**config.mk**
```make
export PLATFORM = sky130hd
export DESIGN_NAME = hsl_to_rgb_converter_core
export DESIGN_NICKNAME = d
export VERILOG_FILES = /design/src/rtl/hsl_pkg.sv /design/src/rtl/hsl_queue.sv /design/src/rtl/hsl_front.sv /design/src/rtl/hsl_back.sv /design/src/rtl/hsl_to_rgb_converter_core.sv
export VERILOG_INCLUDE_DIRS = /design/src /design/src/rtl
export SDC_FILE = /design/constraint.sdc
export NUM_CORES = 2
export LEC_CHECK = 0
export CAP_MARGIN = 20
export CORE_ASPECT_RATIO = 0.6
export CORE_MARGIN = 2
export CORE_UTILIZATION = 55
export CTS_CLUSTER_SIZE = 14
export DETAILED_ROUTE_END_ITERATION = 8
export DONT_BUFFER_PORTS = 1
export PLACE_DENSITY = 0.73
export SLEW_MARGIN = 10
export SYNTH_ARGS = -nofsm -noshare
export SYNTH_HDL_FRONTEND = slang
export SYNTH_HIERARCHICAL = 1
export SYNTH_SLANG_ARGS = --single-unit
export TNS_END_PERCENT = 1
```
**constraint.sdc**
```tcl
create_clock -name clk -period 5.9 [get_ports clk]
set_input_delay 0.295 -clock clk [delete_from_list [all_inputs] [get_ports clk]]
set_output_delay 0.295 -clock clk [all_outputs]
set_load 0.03 [all_outputs]
```
**src/rtl/hsl_to_rgb_converter_core_defines.svh**
```systemverilog
// Assertion helpers used by the queue RTL (hsl_queue).
`ifndef HSL_TO_RGB_CONVERTER_CORE_DEFINES_SVH
`define HSL_TO_RGB_CONVERTER_CORE_DEFINES_SVH

`ifndef SYNTHESIS
`define HSL_ASSERT_IMPLY(label, clk, rst, ante, cons) \
  label: assert property (@(posedge clk) disable iff (rst) (ante) |-> (cons)) \
    else $error("same-cycle check failed");
`define HSL_ASSERT_NEXT(label, clk, rst, ante, cons) \
  label: assert property (@(posedge clk) disable iff (rst) (ante) |=> (cons)) \
    else $error("next-cycle check failed");
`else
`define HSL_ASSERT_IMPLY(label, clk, rst, ante, cons)
`define HSL_ASSERT_NEXT(label, clk, rst, ante, cons)
`endif

`endif

```
**src/rtl/hsl_pkg.sv**
```systemverilog
package hsl_pkg;

  // hue in 1/16 degree
  localparam int HueBias   = 34560;   // six turns, makes any 16-bit hue positive
  localparam int HueTurn   = 5760;
  localparam int HueSector = 960;
  localparam int HuePair   = 1920;
  // floor(u / 5760) == (u * TurnRecip) >> TurnShift for u < 2^17
  localparam int TurnRecip = 93207;
  localparam int TurnShift = 29;

  // channel numerators over 489600 = 128 * 3825
  localparam int ChHalf    = 244800;
  localparam int ChPre     = 7;
  // floor(v / 3825) == (v * ChRecip) >> ChShift for v < 2^20
  localparam longint ChRecip = 1122868;
  localparam int ChShift   = 32;

  localparam int QDepth = 4;
  localparam int QAw    = 2;

  typedef enum logic [2:0] {
    SEC_RY = 3'd0,
    SEC_YG = 3'd1,
    SEC_GC = 3'd2,
    SEC_CB = 3'd3,
    SEC_BM = 3'd4,
    SEC_MR = 3'd5
  } sector_t;

  // classified pixel handed from front to back
  typedef struct packed {
    sector_t     sector;
    logic [9:0]  k;       // weight of x relative to c, in 1/960
    logic [15:0] cn;      // chroma times 65025
    logic [7:0]  l;
  } hsl_item_t;

endpackage

```
**src/rtl/hsl_queue.sv**
```systemverilog
`include "hsl_to_rgb_converter_core_defines.svh"

module hsl_queue (
  input  logic               clk,
  input  logic               rst,
  input  logic               push,
  input  hsl_pkg::hsl_item_t push_item,
  output logic               full,
  input  logic               pop,
  output logic               not_empty,
  output hsl_pkg::hsl_item_t pop_item
);
  import hsl_pkg::*;

  hsl_item_t        mem [QDepth];
  logic [QAw-1:0]   wr_ptr;
  logic [QAw-1:0]   rd_ptr;
  logic [QAw:0]     count;

  assign full      = (count == (QAw+1)'(QDepth));
  assign not_empty = (count != '0);
  assign pop_item  = mem[rd_ptr];

  always_ff @(posedge clk) begin
    if (push) begin
      mem[wr_ptr] <= push_item;
    end
  end

  always_ff @(posedge clk) begin
    if (rst) begin
      wr_ptr <= '0;
      rd_ptr <= '0;
      count  <= '0;
    end else begin
      if (push) begin
        wr_ptr <= wr_ptr + 1'b1;
      end
      if (pop) begin
        rd_ptr <= rd_ptr + 1'b1;
      end
      if (push && !pop) begin
        count <= count + 1'b1;
      end else if (pop && !push) begin
        count <= count - 1'b1;
      end
    end
  end

  `HSL_ASSERT_IMPLY(a_count_bound, clk, rst, 1'b1, count <= (QAw+1)'(QDepth))
  `HSL_ASSERT_IMPLY(a_pop_nonempty, clk, rst, pop, count != '0)
  `HSL_ASSERT_NEXT(a_push_grows, clk, rst, push && !pop, count == $past(count) + 1'b1)

endmodule

```
**src/rtl/hsl_front.sv**
```systemverilog
module hsl_front (
  input  logic               clk,
  input  logic               rst,
  input  logic               in_valid,
  output logic               in_stall,
  input  logic [15:0]        hue,
  input  logic [7:0]         saturation,
  input  logic [7:0]         lightness,
  output logic               item_valid,
  input  logic               item_full,
  output hsl_pkg::hsl_item_t item
);
  import hsl_pkg::*;

  // stage 1: turn count and chroma
  logic        f1_valid;
  logic [16:0] f1_u;
  logic [3:0]  f1_q;
  logic [15:0] f1_cn;
  logic [7:0]  f1_l;
  // stage 2: classified item
  logic        f2_valid;
  hsl_item_t   f2_item;

  logic        f1_ready;
  logic        f2_ready;

  logic [17:0] biased;
  logic [16:0] u;
  logic [33:0] turn_prod;
  logic [8:0]  two_l;
  logic [7:0]  a;
  logic [16:0] hr_full;
  logic [12:0] hr;
  logic [10:0] t;
  logic [9:0]  k;
  sector_t     sector;

  assign f2_ready = !f2_valid || !item_full;
  assign f1_ready = !f1_valid || f2_ready;
  assign in_stall = !f1_ready;

  assign item_valid = f2_valid;
  assign item       = f2_item;

  assign biased    = {{2{hue[15]}}, hue} + 18'(HueBias);
  assign u         = biased[16:0];
  assign turn_prod = 34'(u) * 34'(TurnRecip);

  always_comb begin
    two_l = {lightness, 1'b0};
    if (two_l >= 9'd255) begin
      a = 8'(9'd510 - two_l);
    end else begin
      a = two_l[7:0];
    end
  end

  always_comb begin
    hr_full = f1_u - 17'(f1_q * 17'(HueTurn));
    hr      = hr_full[12:0];
    if (hr >= 13'(5 * HueSector)) begin
      sector = SEC_MR;
    end else if (hr >= 13'(4 * HueSector)) begin
      sector = SEC_BM;
    end else if (hr >= 13'(3 * HueSector)) begin
      sector = SEC_CB;
    end else if (hr >= 13'(2 * HueSector)) begin
      sector = SEC_GC;
    end else if (hr >= 13'(HueSector)) begin
      sector = SEC_YG;
    end else begin
      sector = SEC_RY;
    end
    // position inside the current 120-degree pair
    if (hr >= 13'(2 * HuePair)) begin
      t = 11'(hr - 13'(2 * HuePair));
    end else if (hr >= 13'(HuePair)) begin
      t = 11'(hr - 13'(HuePair));
    end else begin
      t = hr[10:0];
    end
    if (t < 11'(HueSector)) begin
      k = t[9:0];
    end else begin
      k = 10'(11'(HuePair) - t);
    end
  end

  always_ff @(posedge clk) begin
    if (f1_ready) begin
      f1_u  <= u;
      f1_q  <= turn_prod[TurnShift +: 4];
      f1_cn <= 16'(a) * 16'(saturation);
      f1_l  <= lightness;
    end
    if (f2_ready) begin
      f2_item.sector <= sector;
      f2_item.k      <= k;
      f2_item.cn     <= f1_cn;
      f2_item.l      <= f1_l;
    end
  end

  always_ff @(posedge clk) begin
    if (rst) begin
      f1_valid <= 1'b0;
      f2_valid <= 1'b0;
    end else begin
      if (f1_ready) begin
        f1_valid <= in_valid;
      end
      if (f2_ready) begin
        f2_valid <= f1_valid;
      end
    end
  end

endmodule

```
**src/rtl/hsl_back.sv**
```systemverilog
module hsl_back (
  input  logic               clk,
  input  logic               rst,
  input  logic               item_valid,
  output logic               item_take,
  input  hsl_pkg::hsl_item_t item,
  output logic               out_valid,
  input  logic               out_stall,
  output logic [7:0]         red,
  output logic [7:0]         green,
  output logic [7:0]         blue
);
  import hsl_pkg::*;

  // stage 1: scaled lightness +/- chroma, chroma times weight
  logic        b1_valid;
  sector_t     b1_sector;
  logic [16:0] b1_hi;
  logic [16:0] b1_lo;
  logic [25:0] b1_ck;
  // stage 2: numerators with rounding half, pre-shifted
  logic        b2_valid;
  sector_t     b2_sector;
  logic [19:0] b2_hi;
  logic [19:0] b2_lo;
  logic [19:0] b2_mid;
  // stage 3: quotients
  logic        b3_valid;
  sector_t     b3_sector;
  logic [8:0]  b3_hi;
  logic [8:0]  b3_lo;
  logic [8:0]  b3_mid;
  // output register
  logic        o_valid;

  logic o_ready;
  logic b3_ready;
  logic b2_ready;
  logic b1_ready;

  logic [16:0] l510;
  logic [27:0] hi_n;
  logic [27:0] lo_n;
  logic [27:0] mid_n;
  logic [40:0] hi_p;
  logic [40:0] lo_p;
  logic [40:0] mid_p;
  logic [7:0]  hi_c;
  logic [7:0]  lo_c;
  logic [7:0]  mid_c;

  assign o_ready   = !o_valid || !out_stall;
  assign b3_ready  = !b3_valid || o_ready;
  assign b2_ready  = !b2_valid || b3_ready;
  assign b1_ready  = !b1_valid || b2_ready;
  assign item_take = item_valid && b1_ready;
  assign out_valid = o_valid;

  assign l510 = 17'(item.l) * 17'd510;

  assign hi_n  = 28'(b1_hi) * 28'(HueSector) + 28'(ChHalf);
  assign lo_n  = 28'(b1_lo) * 28'(HueSector) + 28'(ChHalf);
  assign mid_n = 28'(b1_lo) * 28'(HueSector) + {1'b0, b1_ck, 1'b0} + 28'(ChHalf);

  assign hi_p  = 41'(b2_hi) * 41'(ChRecip);
  assign lo_p  = 41'(b2_lo) * 41'(ChRecip);
  assign mid_p = 41'(b2_mid) * 41'(ChRecip);

  // saturate to 0..255
  assign hi_c  = b3_hi[8] ? 8'hFF : b3_hi[7:0];
  assign lo_c  = b3_lo[8] ? 8'hFF : b3_lo[7:0];
  assign mid_c = b3_mid[8] ? 8'hFF : b3_mid[7:0];

  always_ff @(posedge clk) begin
    if (b1_ready) begin
      b1_sector <= item.sector;
      b1_hi     <= l510 + 17'(item.cn);
      b1_lo     <= l510 - 17'(item.cn);
      b1_ck     <= 26'(item.cn) * 26'(item.k);
    end
    if (b2_ready) begin
      b2_sector <= b1_sector;
      b2_hi     <= hi_n[26:ChPre];
      b2_lo     <= lo_n[26:ChPre];
      b2_mid    <= mid_n[26:ChPre];
    end
    if (b3_ready) begin
      b3_sector <= b2_sector;
      b3_hi     <= hi_p[ChShift +: 9];
      b3_lo     <= lo_p[ChShift +: 9];
      b3_mid    <= mid_p[ChShift +: 9];
    end
    if (o_ready) begin
      case (b3_sector)
        SEC_RY: begin
          red <= hi_c;  green <= mid_c; blue <= lo_c;
        end
        SEC_YG: begin
          red <= mid_c; green <= hi_c;  blue <= lo_c;
        end
        SEC_GC: begin
          red <= lo_c;  green <= hi_c;  blue <= mid_c;
        end
        SEC_CB: begin
          red <= lo_c;  green <= mid_c; blue <= hi_c;
        end
        SEC_BM: begin
          red <= mid_c; green <= lo_c;  blue <= hi_c;
        end
        default: begin
          red <= hi_c;  green <= lo_c;  blue <= mid_c;
        end
      endcase
    end
  end

  always_ff @(posedge clk) begin
    if (rst) begin
      b1_valid <= 1'b0;
      b2_valid <= 1'b0;
      b3_valid <= 1'b0;
      o_valid  <= 1'b0;
    end else begin
      if (b1_ready) begin
        b1_valid <= item_valid;
      end
      if (b2_ready) begin
        b2_valid <= b1_valid;
      end
      if (b3_ready) begin
        b3_valid <= b2_valid;
      end
      if (o_ready) begin
        o_valid <= b3_valid;
      end
    end
  end

endmodule

```
**src/rtl/hsl_to_rgb_converter_core.sv**
```systemverilog
// Channel  Handshake             Fields
// in       in_valid / in_stall   hue[15:0] signed, saturation[7:0], lightness[7:0]
// out      out_valid / out_stall red[7:0], green[7:0], blue[7:0]
//
// One pixel per clock sustained while out_stall is low. Path with no stalls:
// 2 front stages, 1 queue slot, 4 back stages incl. output register.
// Front reduces hue and classifies the sector; back does the channel math
// and the rounding divides by reciprocal multiply.
// A 4-entry queue separates the two, so front keeps taking pixels while
// out_stall holds the back, until the queue fills. Reset clears all valids and the queue.
module hsl_to_rgb_converter_core (
  input  logic        clk,
  input  logic        rst,
  input  logic        in_valid,
  output logic        in_stall,
  input  logic [15:0] hue,
  input  logic [7:0]  saturation,
  input  logic [7:0]  lightness,
  output logic        out_valid,
  input  logic        out_stall,
  output logic [7:0]  red,
  output logic [7:0]  green,
  output logic [7:0]  blue
);
  import hsl_pkg::*;

  logic      front_valid;
  logic      q_full;
  hsl_item_t front_item;
  logic      q_push;
  logic      q_not_empty;
  logic      q_pop;
  hsl_item_t q_item;

  assign q_push = front_valid && !q_full;

  hsl_front u_front (
    .clk        (clk),
    .rst        (rst),
    .in_valid   (in_valid),
    .in_stall   (in_stall),
    .hue        (hue),
    .saturation (saturation),
    .lightness  (lightness),
    .item_valid (front_valid),
    .item_full  (q_full),
    .item       (front_item)
  );

  hsl_queue u_queue (
    .clk       (clk),
    .rst       (rst),
    .push      (q_push),
    .push_item (front_item),
    .full      (q_full),
    .pop       (q_pop),
    .not_empty (q_not_empty),
    .pop_item  (q_item)
  );

  hsl_back u_back (
    .clk        (clk),
    .rst        (rst),
    .item_valid (q_not_empty),
    .item_take  (q_pop),
    .item       (q_item),
    .out_valid  (out_valid),
    .out_stall  (out_stall),
    .red        (red),
    .green      (green),
    .blue       (blue)
  );

endmodule
```
==> out/results.ini <==
[global_routing]
grt_max_degree=64
grtUsageTotal_pct=23.1
grt_antenna_before_repair=0
gr-max-usage-layer=met1
grtUsageMet1_pct=35.9
use_met2_pct=34.3
grt_pass1_vias=31816
grt_pass1_wl_um=168000
grt-ovfl-total=0
grtUsageMet3_pct=4.21

[run_status]
status=finished, violations left
violations=negative setup slack

[setup_path]
required_ps=6220
cp-end-kind=register
start_kind=register
cp.arrival_ps=6530
critPathKind=reg2reg
worstPathMaxFanout=15

[sta]
fmax_mhz=161
finalHoldViolations=0
hold_ws_ps=56.8
clock_skew_ps=37.7
drv_slew=0
setup_ws_ps=-313
tightestPinTransition_ps=1060
grt_setup_unrepaired=true
maxSlewHeadroom_pct=29.2
setup_viol=18
min_period_ps=6210
fin_crit_sh_pct=105

[synthesis]
yosysWarnings=6
netlist_area_mm2=0.0483
synth_edf_count=398
synth_area_leaders=edfxtp_1 (25%), ha_1 (23%), fa_1 (21%)
ys.flop_type=edfxtp_1
yosysTopAreaCell=edfxtp_1
async_flop_share_pct=0
avgSynthCellArea_um2=10.7
synth_cell_type_count=97
synth.ff_latch_count=413
syn_inst=4505
synth_seq_area_share_pct=25.4
synth_top_area_share_pct=24.7

[floorplanning]
row_count=84
dieWidth_um=387
initial_core_util_pct=55.3
io_pins=62
die-area_mm2=0.0903
design.core.area_mm2=0.0873
dieHeight_um=234

[cells_and_area]
final_common_cell=inv_1
fin_nets=6174
layout-drive-gt1-share_pct=8.63
mostFrequentLayoutCells=inv_1 (1130), ha_1 (889), fa_1 (510), edfxtp_1 (398), buf_4 (207)
multi_input_area_mm2=0.0318
fillers=6990
finalInstanceArea_mm2=0.0528
seq_area_mm2=0.0123
n_antenna_cell=0
stdcell_count=5911
synthToLayoutAreaGrowth_pct=9.38

[place]
dpl_cell_area_mm2=0.0512
place_hpwl_um=85600
globalplace.congestion=0.912
portBuffers=0
place_inst=5819

[drt]
via_per_inst=5.30
vias=31314
drc=0
drtIter0Drc=2100
dr.pass1.iters=5
wl_per_cell_um=17.2
ant_nets=0
wirelength_um=102000

[clocking]
clock_path_buffers=3
insertion_delay_ps=570
cts_made_buffers=39
htree_levels=2
path_clk_slew_ps=60
clock-root-buffer=clkbuf_16
cts_tree=built
cts.sinks=413

[min_path]
hold_class=in2reg

[run]
drv_cap=0

## worst paths after layout
path / start / end / slack, ps / depth (start not counted)
setup / recovery: register / u_back/b1_ck[25] / -310 / 20
hold / removal: saturation[0] / u_front/f1_cn[2] / 60 / 2
setup reg to reg: register / u_back/b1_ck[25] / -310 / 20
hold reg to reg: u_front/f1_l[0] / u_front/item[0] / 420 / 0
## stage by stage
step                      setup WS [ps]  util [%]  TNS (ps)
after global routing               -568      60.5     -8160
after detailed placement           -346      58.7     -3760
final                              -313      60.5     -2730
after CTS                          -280      60.3     -2540
after global placement             -220      58.7     -1960
after floorplan                   -68.6         -      -255
## state kept, by name, indices dropped and copies added (netlist names), 2 cells and up, named ones only
| register | count |
|---|---|
| u_front/f1_l | 8 |
| u_back/b1_sector | 3 |
| u_back/b3_mid | 9 |
| u_queue/count | 3 |
| u_back/red | 8 |
| u_back/blue | 8 |
| u_queue/mem | 148 |
| u_front/item | 36 |
| u_back/b3_sector | 3 |
| u_front/f1_q | 4 |
| u_back/b2_mid | 20 |
| u_queue/rd_ptr | 2 |
| u_back/green | 8 |
| u_queue/wr_ptr | 2 |
| u_back/b1_ck | 21 |
| u_back/b2_lo | 20 |
| u_back/b2_sector | 3 |
| u_back/b3_hi | 9 |
| u_back/b1_hi | 17 |
| u_front/f1_u | 13 |
| u_back/b3_lo | 9 |
| u_back/b1_lo | 16 |
| u_back/b2_hi | 20 |
| u_front/f1_cn | 15 |
## worst max-delay path, stage by stage, from the launching register on
cell     delay, ps
dfxtp_2        340
buf_12         170
buf_4          130
mux4_2         610
and2_1         200
fa_1           520
fa_1           580
fa_1           450
fa_1           550
inv_1           60
fa_1           580
inv_1           60
ha_1           340
nand4_1        140
inv_1           50
and3_1         150
a21o_1         200
a31o_4         250
a311o_1        350
a21oi_2        140
xnor2_1         80
## Yosys cell counts (all sizes together), types with 15 or more instances
cell type,number
nand4,25
nand2,184
and2,128
a31oi,21
inv,1135
nor3,56
dfxtp,15
a21oi,115
nor2b,28
o211ai,23
ha,896
nand2b,20
clkbuf,39
mux4,37
o21a,21
and3,18
nand3,40
nor2,156
a211oi,18
o21ai,106
edfxtp,398
xor2,82
or2,16
o221ai,19
fa,512
or3,20
buf,16
xnor2,155
a21o,50
## logic make-up after synthesis
kind of cell,Yosys count,share of synthesized area (%)
AOI/OAI and AO/OA,472,6.64
DFF,413,25.4
xor gates and xnor gates,238,4.46
buffers and inverters,1192,9.41
muxes,50,2.08
and+or+nand+nor,730,7.63
other,2,0.0155
adders and majority gates,1408,44.4
## final cells by class
cell class	count	share of cell area, %
Clock buffer	43	1.88
Clock inverter	18	0.315
Inverter	1137	8.08
Multi-Input combinational cell	2902	60.1
Sequential cell	413	23.2
Tap cell	1161	2.75
Timing Repair Buffer	237	3.66
## routing by layer
layer  vias up  routed length (um)  share of wire, %
li1      15214                   -                 -
met1     15214               51900                51
met2       803               41600                41
met3        83                6770               6.7
met4         0                1260               1.2
met5         -                   0                 0
## what timing repair did
action	CTS	global route
endpoints found under the setup margin	20	37
hold buffers	20	0
endpoints found under the hold margin	32	0
pin swaps	3	7
resized for setup	11	28
setup buffers	4	6
Power is left out: the tool's default activity adds up to more than one toggle a clock period on the data nets, which glitch-free logic cannot reach.
